File: src/hdl/psfi_pkg.sv
// Package for the PNG stream frame indexer: item types, parse phases,
// signature and end-chunk constants. No dependencies.
`timescale 1ns / 1ps
`default_nettype none

package psfi_pkg;

   localparam int POSITION_BITS_DEF = 32;
   localparam int QUEUE_DEPTH_DEF   = 2;

   localparam logic [7:0] SIG_BYTES [8] = '{
      8'h89, 8'h50, 8'h4E, 8'h47, 8'h0D, 8'h0A, 8'h1A, 8'h0A
   };
   localparam logic [7:0] END_TYPE [4] = '{8'h49, 8'h45, 8'h4E, 8'h44};

   typedef struct packed {
      logic [7:0] data_byte;
      logic       last_byte;
   } req_type;

   typedef struct packed {
      logic        frame_valid;
      logic [31:0] frame_offset;
      logic [31:0] frame_length;
      logic        buffer_done;
      logic [31:0] frame_total;
      logic        stopped_early;
   } rsp_type;

   // Byte plus its precomputed matches against the constant tables
   typedef struct packed {
      logic [7:0] data_byte;
      logic       last_byte;
      logic [7:0] sig_match;
      logic [3:0] end_match;
   } class_item_type;

   typedef struct packed {
      logic empty;
      logic full;
   } queue_status_type;

   typedef enum logic [3:0] {
      PH_SIG  = 4'b0001,
      PH_HDR  = 4'b0010,
      PH_SKIP = 4'b0100,
      PH_HALT = 4'b1000
   } phase_type;

endpackage

`default_nettype wire

File: src/hdl/psfi_front.sv
// Front end: accepts input bytes and matches each against the signature and
// end-chunk tables before queueing. Depends on psfi_pkg.
`timescale 1ns / 1ps
`default_nettype none

module psfi_front
   import psfi_pkg::*;
(
   input  wire logic             req_valid,
   output logic                  req_stall,
   input  wire req_type          req_data,
   input  wire queue_status_type q_status,
   output logic                  push,
   output class_item_type        push_item
);

   always_comb begin
      req_stall = q_status.full;
      push      = req_valid && !q_status.full;
      push_item.data_byte = req_data.data_byte;
      push_item.last_byte = req_data.last_byte;
      for (int i = 0; i < 8; i++) begin
         push_item.sig_match[i] = (req_data.data_byte == SIG_BYTES[i]);
      end
      for (int i = 0; i < 4; i++) begin
         push_item.end_match[i] = (req_data.data_byte == END_TYPE[i]);
      end
   end

endmodule

`default_nettype wire

File: src/hdl/psfi_queue.sv
// Short FIFO between the front end and the parser.
// Depends on psfi_pkg.
`timescale 1ns / 1ps
`default_nettype none

module psfi_queue
   import psfi_pkg::*;
#(
   parameter int QUEUE_DEPTH = QUEUE_DEPTH_DEF
) (
   input  wire logic           clock,
   input  wire logic           reset,
   input  wire logic           push,
   input  wire class_item_type push_item,
   input  wire logic           pop,
   output class_item_type      head_item,
   output queue_status_type    q_status
);

   localparam int PTR_W = (QUEUE_DEPTH > 1) ? $clog2(QUEUE_DEPTH) : 1;
   localparam int CNT_W = $clog2(QUEUE_DEPTH + 1);
   localparam logic [PTR_W-1:0] PTR_LAST = PTR_W'(QUEUE_DEPTH - 1);
   localparam logic [CNT_W-1:0] CNT_FULL = CNT_W'(QUEUE_DEPTH);

   class_item_type   slot_ff [QUEUE_DEPTH];
   logic [PTR_W-1:0] wr_ptr_ff, wr_ptr_in;
   logic [PTR_W-1:0] rd_ptr_ff, rd_ptr_in;
   logic [CNT_W-1:0] count_ff, count_in;

   always_comb begin
      wr_ptr_in = wr_ptr_ff;
      rd_ptr_in = rd_ptr_ff;
      count_in  = count_ff;
      if (push) begin
         wr_ptr_in = (wr_ptr_ff == PTR_LAST) ? '0 : wr_ptr_ff + 1'b1;
      end
      if (pop) begin
         rd_ptr_in = (rd_ptr_ff == PTR_LAST) ? '0 : rd_ptr_ff + 1'b1;
      end
      if (push && !pop) begin
         count_in = count_ff + 1'b1;
      end else if (pop && !push) begin
         count_in = count_ff - 1'b1;
      end
   end

   always_ff @(posedge clock) begin
      if (reset) begin
         wr_ptr_ff <= '0;
         rd_ptr_ff <= '0;
         count_ff  <= '0;
      end else begin
         wr_ptr_ff <= wr_ptr_in;
         rd_ptr_ff <= rd_ptr_in;
         count_ff  <= count_in;
      end
   end

   always_ff @(posedge clock) begin
      if (push) begin
         slot_ff[wr_ptr_ff] <= push_item;
      end
   end

   assign head_item      = slot_ff[rd_ptr_ff];
   assign q_status.empty = (count_ff == '0);
   assign q_status.full  = (count_ff == CNT_FULL);

endmodule

`default_nettype wire

File: src/hdl/psfi_back.sv
// Parser: walks signature and chunks one byte per cycle unless stalled;
// reports frames, end-of-buffer summary via output reg. Depends on psfi_pkg.
`timescale 1ns / 1ps
`default_nettype none

module psfi_back
   import psfi_pkg::*;
#(
   parameter int POSITION_BITS = POSITION_BITS_DEF
) (
   input  wire logic             clock,
   input  wire logic             reset,
   input  wire class_item_type   head_item,
   input  wire queue_status_type q_status,
   output logic                  pop,
   output logic                  rsp_valid,
   input  wire logic             rsp_stall,
   output rsp_type               rsp_data
);

   localparam int P = POSITION_BITS;

   phase_type    phase_ff, phase_in;
   logic [P-1:0] pos_ff, pos_in;
   logic [P-1:0] start_ff, start_in;
   logic [2:0]   idx_ff, idx_in;
   logic [31:0]  clen_ff, clen_in;
   logic         is_end_ff, is_end_in;
   logic [32:0]  skip_ff, skip_in;
   logic [31:0]  found_ff, found_in;
   logic         rsp_valid_ff, rsp_valid_in;
   rsp_type      rsp_data_ff, rsp_data_in;

   logic         take;
   logic         frame_end;
   logic         skip_done;
   logic [P-1:0] f_len;
   logic [63:0]  off_wide;
   logic [63:0]  len_wide;

   assign take = !q_status.empty && (!rsp_valid_ff || !rsp_stall);
   assign pop  = take;

   always_comb begin
      phase_in  = phase_ff;
      pos_in    = pos_ff;
      start_in  = start_ff;
      idx_in    = idx_ff;
      clen_in   = clen_ff;
      is_end_in = is_end_ff;
      skip_in   = skip_ff;
      found_in  = found_ff;
      frame_end = 1'b0;
      skip_done = (skip_ff <= 33'd1);
      f_len     = '0;

      if (take && phase_ff != PH_HALT) begin
         if (pos_ff == '1) begin
            // Position counter would wrap: stop parsing this buffer
            phase_in = PH_HALT;
         end else begin
            case (phase_ff)
               PH_SIG: begin
                  if (idx_ff == 3'd0) begin
                     start_in = pos_ff;
                  end
                  if (!head_item.sig_match[idx_ff]) begin
                     phase_in = PH_HALT;
                  end else if (idx_ff == 3'd7) begin
                     phase_in  = PH_HDR;
                     idx_in    = 3'd0;
                     is_end_in = 1'b1;
                  end else begin
                     idx_in = idx_ff + 3'd1;
                  end
               end
               PH_HDR: begin
                  if (!idx_ff[2]) begin
                     clen_in = (idx_ff == 3'd0) ? 32'(head_item.data_byte)
                                                : {clen_ff[23:0], head_item.data_byte};
                  end else if (!head_item.end_match[idx_ff[1:0]]) begin
                     is_end_in = 1'b0;
                  end
                  if (idx_ff == 3'd7) begin
                     // Chunk data plus the CRC
                     skip_in  = {1'b0, clen_ff} + 33'd4;
                     phase_in = PH_SKIP;
                     idx_in   = 3'd0;
                  end else begin
                     idx_in = idx_ff + 3'd1;
                  end
               end
               PH_SKIP: begin
                  skip_in = skip_done ? 33'd0 : skip_ff - 33'd1;
                  if (skip_done) begin
                     idx_in    = 3'd0;
                     is_end_in = 1'b1;
                     if (is_end_ff) begin
                        frame_end = 1'b1;
                        f_len     = pos_ff + 1'b1 - start_ff;
                        found_in  = (found_ff == 32'hFFFF_FFFF) ? found_ff
                                                                : found_ff + 32'd1;
                        phase_in  = PH_SIG;
                     end else begin
                        phase_in = PH_HDR;
                     end
                  end
               end
               default: begin
               end
            endcase
            pos_in = pos_ff + 1'b1;
         end
      end

      off_wide = 64'(start_ff);
      len_wide = 64'(f_len);

      rsp_data_in.frame_valid   = frame_end;
      rsp_data_in.frame_offset  = frame_end ? off_wide[31:0] : 32'd0;
      rsp_data_in.frame_length  = frame_end ? len_wide[31:0] : 32'd0;
      rsp_data_in.buffer_done   = head_item.last_byte;
      rsp_data_in.frame_total   = head_item.last_byte ? found_in : 32'd0;
      rsp_data_in.stopped_early = head_item.last_byte && (phase_in == PH_HALT);

      rsp_valid_in = rsp_valid_ff;
      if (take) begin
         rsp_valid_in = frame_end || head_item.last_byte;
      end else if (!rsp_stall) begin
         rsp_valid_in = 1'b0;
      end

      // Last byte closes the buffer: return to the reset state
      if (take && head_item.last_byte) begin
         phase_in  = PH_SIG;
         pos_in    = '0;
         start_in  = '0;
         idx_in    = 3'd0;
         clen_in   = 32'd0;
         is_end_in = 1'b1;
         skip_in   = 33'd0;
         found_in  = 32'd0;
      end
   end

   always_ff @(posedge clock) begin
      if (reset) begin
         phase_ff     <= PH_SIG;
         pos_ff       <= '0;
         start_ff     <= '0;
         idx_ff       <= 3'd0;
         clen_ff      <= 32'd0;
         is_end_ff    <= 1'b1;
         skip_ff      <= 33'd0;
         found_ff     <= 32'd0;
         rsp_valid_ff <= 1'b0;
      end else begin
         phase_ff     <= phase_in;
         pos_ff       <= pos_in;
         start_ff     <= start_in;
         idx_ff       <= idx_in;
         clen_ff      <= clen_in;
         is_end_ff    <= is_end_in;
         skip_ff      <= skip_in;
         found_ff     <= found_in;
         rsp_valid_ff <= rsp_valid_in;
      end
   end

   always_ff @(posedge clock) begin
      if (take) begin
         rsp_data_ff <= rsp_data_in;
      end
   end

   assign rsp_valid = rsp_valid_ff;
   assign rsp_data  = rsp_data_ff;

endmodule

`default_nettype wire

File: src/hdl/png_stream_frame_indexer.sv
// PNG stream frame indexer: finds back-to-back PNG frames in a byte buffer.
// Top level; instantiates psfi_front, psfi_queue, psfi_back. Uses psfi_pkg.
//
// Usage:
//   req channel: one buffer byte per item (data_byte, last_byte marks the end
//   of the buffer). rsp channel: at most one item per byte, sent when a frame's
//   IEND CRC ends (frame_valid, frame_offset, frame_length) and/or on the last
//   byte (buffer_done, frame_total, stopped_early); both share one item when
//   they fall on the same byte.
//   Throughput is one byte per cycle while rsp is not stalled: the parser
//   handles one byte per clock, each step being a byte compare and a counter
//   update. A result passes through the queue and then the output register
//   before it is valid on rsp.
//   A two-entry queue sits between the front end and the parser; while rsp is
//   stalled the output register holds its item, the queue fills, and then
//   req_stall rises.
//   Reset empties the queue and output register and returns the parser to the
//   signature phase; the last byte of each buffer does the same to the parser.
`timescale 1ns / 1ps
`default_nettype none

module png_stream_frame_indexer
   import psfi_pkg::*;
#(
   parameter int POSITION_BITS = POSITION_BITS_DEF
) (
   input  wire logic    clock,
   input  wire logic    reset,
   input  wire logic    req_valid,
   output logic         req_stall,
   input  wire req_type req_data,
   output logic         rsp_valid,
   input  wire logic    rsp_stall,
   output rsp_type      rsp_data
);

   queue_status_type q_status;
   logic             push;
   logic             pop;
   class_item_type   push_item;
   class_item_type   head_item;

   psfi_front u_front (
      .req_valid (req_valid),
      .req_stall (req_stall),
      .req_data  (req_data),
      .q_status  (q_status),
      .push      (push),
      .push_item (push_item)
   );

   psfi_queue #(
      .QUEUE_DEPTH (QUEUE_DEPTH_DEF)
   ) u_queue (
      .clock     (clock),
      .reset     (reset),
      .push      (push),
      .push_item (push_item),
      .pop       (pop),
      .head_item (head_item),
      .q_status  (q_status)
   );

   psfi_back #(
      .POSITION_BITS (POSITION_BITS)
   ) u_back (
      .clock     (clock),
      .reset     (reset),
      .head_item (head_item),
      .q_status  (q_status),
      .pop       (pop),
      .rsp_valid (rsp_valid),
      .rsp_stall (rsp_stall),
      .rsp_data  (rsp_data)
   );

`ifndef ASSERT_OFF
   a_result_has_cause: assert property (@(posedge clock) disable iff (reset)
      rsp_valid |-> (rsp_data.frame_valid || rsp_data.buffer_done))
      else $error("result carries neither a frame nor buffer end");

   a_summary_only_on_done: assert property (@(posedge clock) disable iff (reset)
      (rsp_valid && !rsp_data.buffer_done) |->
         (rsp_data.frame_total == 32'd0 && !rsp_data.stopped_early))
      else $error("summary fields set without buffer_done");

   a_no_pop_when_empty: assert property (@(posedge clock) disable iff (reset)
      pop |-> !q_status.empty)
      else $error("parser took an item from an empty queue");

   a_stall_holds_result: assert property (@(posedge clock) disable iff (reset)
      (rsp_valid && rsp_stall) |=> (rsp_valid && $stable(rsp_data)))
      else $error("stalled result changed");
`endif

endmodule

`default_nettype wire
File: config.mk
export PLATFORM = sky130hd
export DESIGN_NAME = png_stream_frame_indexer
export DESIGN_NICKNAME = d
export VERILOG_FILES = /design/src/hdl/psfi_pkg.sv /design/src/hdl/psfi_front.sv /design/src/hdl/psfi_queue.sv /design/src/hdl/psfi_back.sv /design/src/hdl/png_stream_frame_indexer.sv
export SDC_FILE = /design/constraint.sdc
export NUM_CORES = 1
export LEC_CHECK = 0
export ABC_AREA = 1
export BUFFER_PORTS_ARGS = -buffer_cell sky130_fd_sc_hd__buf_2
export CAP_MARGIN = 40
export CELL_PAD_IN_SITES_DETAIL_PLACEMENT = 0
export CELL_PAD_IN_SITES_GLOBAL_PLACEMENT = 1
export CORE_MARGIN = 1
export CORE_UTILIZATION = 41
export CTS_CLUSTER_DIAMETER = 200
export DETAILED_ROUTE_END_ITERATION = 12
export PLACE_DENSITY_LB_ADDON = 0.12
export SLEW_MARGIN = 20
export SYNTH_ARGS = -nofsm -noshare
export SYNTH_HDL_FRONTEND = slang
export SYNTH_SLANG_ARGS = --single-unit
File: constraint.sdc
create_clock -name clock -period 3.35 [get_ports clock]
set_input_delay 0.335 -clock clock [delete_from_list [all_inputs] [get_ports clock]]
set_output_delay 0.335 -clock clock [all_outputs]
set_load 0.1 [all_outputs]
==> results of run 1 <==
==> cells by family after synthesis <==
family,after synthesis,synth area share (%)
simple gates,911,24.4
xor+xnor,78,4.10
buf+inv,360,8.66
fa+ha+maj,41,3.12
compound gates,420,14.0
flops,312,45.7
==> worst max-delay path, cell delays in order (launching register included) <==
cell	delay [ns]
dfxtp_4	0.38
ha_4	0.14
nand3_2	0.10
nor2_4	0.12
nand2_4	0.07
nor2_4	0.11
nand2_4	0.07
nor3_4	0.28
buf_6	0.15
xor2_2	0.18
inv_2	0.06
ha_4	0.28
buf_4	0.12
nand4_1	0.13
nor3_2	0.29
a21o_1	0.20
nand2_1	0.08
nand3_1	0.07
a21oi_1	0.07
==> registers in the layout, indices dropped and copies added, names as in the netlist, named ones only <==
register	cells
u_back.rsp_data	99
u_queue.slot_ff	38
u_back.skip_ff	33
u_back.clen_ff	32
u_back.found_ff	32
u_back.pos_ff	32
u_back.start_ff	32
u_back.phase_ff	4
u_back.idx_ff	3
u_queue.count_ff	2
u_back.is_end_ff	1
u_back.rsp_valid	1
u_queue.rd_ptr_ff	1
u_queue.wr_ptr_ff	1
==> routing by layer <==
| layer | track usage [%] | vias up |
|---|---|---|
| li1 | - | 7395 |
| met1 | 30.7 | 6671 |
| met2 | 33.7 | 258 |
| met3 | 2.94 | 54 |
| met4 | 5.75 | 0 |
| met5 | 0 | - |
==> metrics by stage <==
stage                     std cells  instance area, sq um  hold slack (ns)
after detailed placement       2757                 18100            0.484
after CTS                      2829                 19400         0.000758
after global placement         2757                 18100            0.467
after floorplan                2122                 16700            0.434
final                          2838                 19900           0.0335
after global routing           2838                 19900           0.0175
==> worst paths after layout <==
path                                         start                     end  slack [ns]  cells after the start
worst max-delay path              u_back.pos_ff[0]     u_back.rsp_data[59]        0.19                     18
worst min-delay path                   req_data[3]  u_queue.slot_ff[0][15]        0.03                      1
worst max register to register    u_back.pos_ff[0]     u_back.rsp_data[59]        0.19                     18
worst min register to register  u_back.start_ff[7]      u_back.start_ff[7]        0.49                      2
==> cells in the final DEF, fill, tap and decap left out, types with 7 or more instances in the layout <==
cell | netlist | final
nand2_1 | 357 | 350
inv_1 | 272 | 266
nor2_1 | 271 | 257
a21oi_1 | 187 | 179
dfxtp_1 | 175 | 168
edfxtp_1 | 137 | 137
o21ai_0 | 131 | 122
buf_2 | 25 | 113
nand3_1 | 116 | 111
buf_4 | 5 | 73
xor2_1 | 65 | 60
nand4_1 | 53 | 53
clkbuf_16 | 0 | 39
nor3_1 | 40 | 34
ha_1 | 40 | 32
nor2_2 | 18 | 25
o21ai_1 | 14 | 21
inv_2 | 12 | 17
xnor2_1 | 13 | 13
o21bai_1 | 14 | 13
o211ai_1 | 11 | 11
or2_2 | 11 | 11
a31oi_1 | 14 | 11
nor2_4 | 3 | 10
nand2_2 | 5 | 10
clkbuf_1 | 35 | 10
nor3_2 | 4 | 8
o21a_1 | 8 | 8
a211oi_1 | 8 | 8
a21o_1 | 8 | 8
ha_4 | 0 | 8
nand3_2 | 4 | 7
clkinv_2 | 1 | 7
nor4_1 | 7 | 7
a21oi_2 | 1 | 7
==> layout make-up <==
type                            instances  area share (%)
Tap cell                              525            3.30
Sequential cell                       312            38.3
Multi-Input combinational cell       1450            40.3
Timing Repair Buffer                  196            6.35
Clock inverter                         17            1.12
Inverter                              287            5.43
Clock buffer                           51            5.22
==> timing repair <==
action / in CTS / in global routing
gates cloned: 0 / 0
pin swaps: 0 / 28
resized for setup: 3 / 101
hold buffers: 4 / 0
buffers inserted: 0 / 9
setup endpoints to repair: 5 / 18
hold endpoints to repair: 8 / 0
==> run_results.csv, run 1 <==
group,metric,value,unit
floorplan,die_h,204,microns
clocking,h-tree-depth,2,
sta,final-max-slew-violation-count,0,
synthesis,synth.most_common_cell,"nand2_1",
floorplan,die_w,204,microns
routing,wl_met1,21900,microns
floorplan,ioPinCount,114,
layout,syn2layout_area_growth,19.5,%
synthesis,syn_area,16700,sq um
synthesis,syn-mean-instance-area,7.85,sq um
routing,firstDrtPassIters,5,
floorplan,std_cell_rows,73,
placement,port_buffers,113,
setup_path,end_kind,"register",
clocking,cts_sinks,312,
layout,multiInputGateArea,8020,sq um
placement,place_ws,-0.0318,ns
sta,final-hold-violation-count,0,
clocking,cts-root-buf,"clkbuf_16",
sta,maxSlewHeadroom,51.6,%
floorplan,fp.coreArea,39900,sq um
setup_path,path_class,"register to register",
layout,n_fill_cell,3920,
routing,highest_layer,"met4",
synthesis,ys_async_sr_fraction,0,%
clocking,clockBufferDepth,3,
grt,grt_pass1_wl,71000,microns
layout,nNetsFinal,2338,
routing,wl_met3,1830,microns
grt,overflow,0,
clocking,cts_tree,"built",
grt,grt_pass1_vias,13400,
grt,grt_antenna_before_repair,0,
synthesis,yosysTopAreaCell,"edfxtp_1",
synthesis,synth_common_cells,"nand2_1 (357), inv_1 (272), nor2_1 (271), a21oi_1 (187), dfxtp_1 (175)",
sta,worst_pin_slew,0.726,ns
routing,viasPerCell,5.07,
synthesis,syn_inst,2122,
synthesis,synth_seq_cells,312,
clocking,cts_buffers,37,
synthesis,synth.distinct_cells,58,
grt,track_usage,21.4,%
routing,wl,44500,microns
routing,wl_met2,20000,microns
synthesis,yosys_warnings,0,
sta,fin_worst_skew,0.0196,ns
sta,tns,0,ns
clocking,clk_latency,0.56,ns
floorplan,fp.dieArea,41500,sq um
layout,drive_above_1_share,17.3,%
sta,timing.fmax,316,MHz
routing,wl_per_cell,15.7,microns
synthesis,synth-edff-count,137,
status,status,"completed",
run,maxCapViolCount,0,
sta,finalCritPeriodShare,94.5,%
layout,finalCoreUtilization,49.9,%
routing,drc,0,
routing,vias,14400,
clocking,path_clk_slew,0.06,ns
setup_path,critPathLaunchType,"register",
synthesis,synth-seq-area-share,45.7,%
setup_path,crit_arrival,3.45,ns
routing,drt.antenna.violating_nets,0,
layout,regArea,7630,sq um
synthesis,synth_nets,2176,
routing,drt_iter0_markers,793,
sta,setup_violations,0,
synthesis,synth_top_area_share,24.7,%
layout,n_antenna_cell,0,
grt,grt_max_degree,102,
floorplan,initial_core_util,41.8,%
placement,gp_congestion,0.922,
sta,layout_setup_ws,0.185,ns
sta,fin_crit,3.16,ns
setup_path,cp_data_required_time,3.64,ns
worst_hold_path,min_path_type,"primary input to register",
setup_path,cp_max_fo,4,
synthesis,yosys_most_used_dff,"dfxtp_1",
synthesis,netlist_top_cells_area,"edfxtp_1 (25%), dfxtp_1 (21%), nand2_1 (8.0%)",
placement,post-dp-hpwl,32400,microns
sta,grt_setup_unrepaired,"true",
Power of run 1 is not shown: default switching activity piles up to over one toggle a cycle in this logic, so the estimate is an artifact.
==> inputs of run 2 (changes only) <==
--- a/config.mk
+++ b/config.mk
@@ -14,6 +14,7 @@
 export CORE_UTILIZATION = 41
 export CTS_CLUSTER_DIAMETER = 200
 export DETAILED_ROUTE_END_ITERATION = 12
+export MAX_ROUTING_LAYER = met4
 export PLACE_DENSITY_LB_ADDON = 0.12
 export SLEW_MARGIN = 20
 export SYNTH_ARGS = -nofsm -noshare
==> run 2 against run 1 <==
First-iteration DRC count increased by 21%. Non-clock buffer count is 5 higher. Core utilization hardly changed.
==> run_results.csv, run 2 (synthesis results as in run 1) <==
group,metric,value,unit
status,status,"completed",
sta,fin_crit,3.16,ns
worst_hold_path,min_path_type,"primary input to register",
clocking,cts_sinks,312,
floorplan,initial_core_util,41.8,%
setup_path,cp_data_required_time,3.62,ns
layout,n_antenna_cell,0,
grt,grt_max_degree,102,
floorplan,fp.coreArea,39900,sq um
sta,finalCritPeriodShare,94.5,%
layout,n_fill_cell,3896,
setup_path,path_class,"register to register",
routing,firstDrtPassIters,5,
routing,highest_layer,"met4",
grt,grt_antenna_before_repair,0,
clocking,clk_latency,0.55,ns
clocking,path_clk_slew,0.06,ns
routing,vias,14400,
layout,syn2layout_area_growth,19.5,%
layout,layout_commonest_cell,"nand2_1",
grt,track_usage,22.6,%
sta,timing.fmax,316,MHz
routing,wl_met3,1630,microns
routing,drt.antenna.violating_nets,0,
floorplan,fp.dieArea,41500,sq um
sta,grt_setup_unrepaired,"true",
setup_path,crit_arrival,3.44,ns
sta,worst_pin_slew,0.714,ns
setup_path,cp_max_fo,5,
layout,nNetsFinal,2343,
placement,gp_congestion,0.920,
run,maxCapViolCount,0,
clocking,cts_tree,"built",
routing,drt_iter0_markers,961,
setup_path,cp_cell_sequence,"nand3_4, nor2_4, nand2_4, nor2_4, nand3_4, nor2_4, nand3_2, inv_2, nand2_1, nand2_1, inv_1, nor2_1, inv_1, ha_1, buf_4, nand2_1, inv_1, nand2_1, o221ai_1, nor2_1, nand2_1, nand2_1, a21oi_1",
floorplan,std_cell_rows,73,
layout,regArea,7640,sq um
setup_path,end_kind,"register",
routing,wl,45300,microns
setup_path,cp_slowest_cell,"dfxtp_4",
sta,final-hold-violation-count,0,
layout,largest_register_ff_count,99,
floorplan,die_h,204,microns
setup_path,crit_path_frequent_cell,"nand2_1",
placement,port_buffers,113,
floorplan,die_w,204,microns
sta,fin_worst_skew,0.0164,ns
sta,maxSlewHeadroom,52.3,%
clocking,h-tree-depth,2,
routing,viasPerCell,5.08,
setup_path,critPathLaunchType,"register",
routing,drc,0,
routing,wl_met2,20100,microns
clocking,clockBufferDepth,3,
layout,final_cells,2842,
clocking,cts_buffers,37,
layout,drive_above_1_share,17.8,%
routing,wl_met1,22600,microns
routing,wl_per_cell,15.9,microns
clocking,cts-root-buf,"clkbuf_16",
layout,layout_common_cells,"nand2_1 (344), inv_1 (268), nor2_1 (257)",
grt,grt_pass1_vias,13700,
placement,post-dp-hpwl,33200,microns
grt,overflow,0,
floorplan,ioPinCount,114,
sta,final-max-slew-violation-count,0,
sta,setup_violations,0,
grt,grt_pass1_wl,72800,microns
layout,multiInputGateArea,8040,sq um
setup_path,slowest_delay,0.37,ns
placement,post-place-cells,2762,
run 2: per-layer routing:
metal / vias up / track usage (%)
li1: 7406 / -
met1: 6712 / 31.7
met2: 250 / 34.4
met3: 63 / 2.49
met4: 0 / 6.53
met5: - / -
run 2: repair_timing:
item,in CTS,in global routing
hold buffers,3,0
pin swaps,2,27
endpoints found under the hold margin,6,0
setup buffers,4,6
gates resized for setup,7,109
setup endpoints to repair,7,18
run 2: critical path: cells and delay by family, from the launching register on:
| kind | cells | cell delay, ns |
|---|---|---|
| AO/OA/AOI/OAI | 2 | 0.19 |
| adder cells (fa/ha/maj) | 1 | 0.33 |
| buffers and inverters | 5 | 0.48 |
| flip-flops | 1 | 0.37 |
| AND/OR/NAND/NOR | 15 | 1.51 |
run 2: final cells by class:
cell class,count,share of cell area (%)
Multi-Input combinational cell,1450,40.4
Clock buffer,52,5.18
Timing Repair Buffer,201,6.47
Sequential cell,312,38.4
Clock inverter,15,0.892
Inverter,287,5.44
Tap cell,525,3.30
run 2: final timing paths:
kind	start	end	slack, ns	cells after the start
worst max-delay path	u_back.pos_ff[1]	u_back.rsp_data[62]	0.19	23
worst min-delay path	req_data[6]	u_queue.slot_ff[0][18]	0.03	1
worst max register to register	u_back.pos_ff[1]	u_back.rsp_data[62]	0.19	23
worst min register to register	u_back.start_ff[0]	u_back.start_ff[0]	0.48	2
run 2: through the flow:
| stage | setup TNS, ns | area (sq um) | setup slack, ns | hold slack (ns) | utilization [%] |
|---|---|---|---|---|---|
| after CTS | 0 | 19400 | 0.00324 | 0.00765 | 48.7 |
| after global placement | -0.0279 | 18100 | -0.0248 | 0.467 | 45.5 |
| after floorplan | 0 | 16700 | 0.0483 | 0.434 | - |
| final | 0 | 19900 | 0.186 | 0.0309 | 49.9 |
| after detailed placement | -0.171 | 18100 | -0.0714 | 0.469 | 45.5 |
| after global routing | -0.328 | 19900 | -0.0829 | 0.0329 | 49.9 |
Power of run 2 is left out for the same reason.
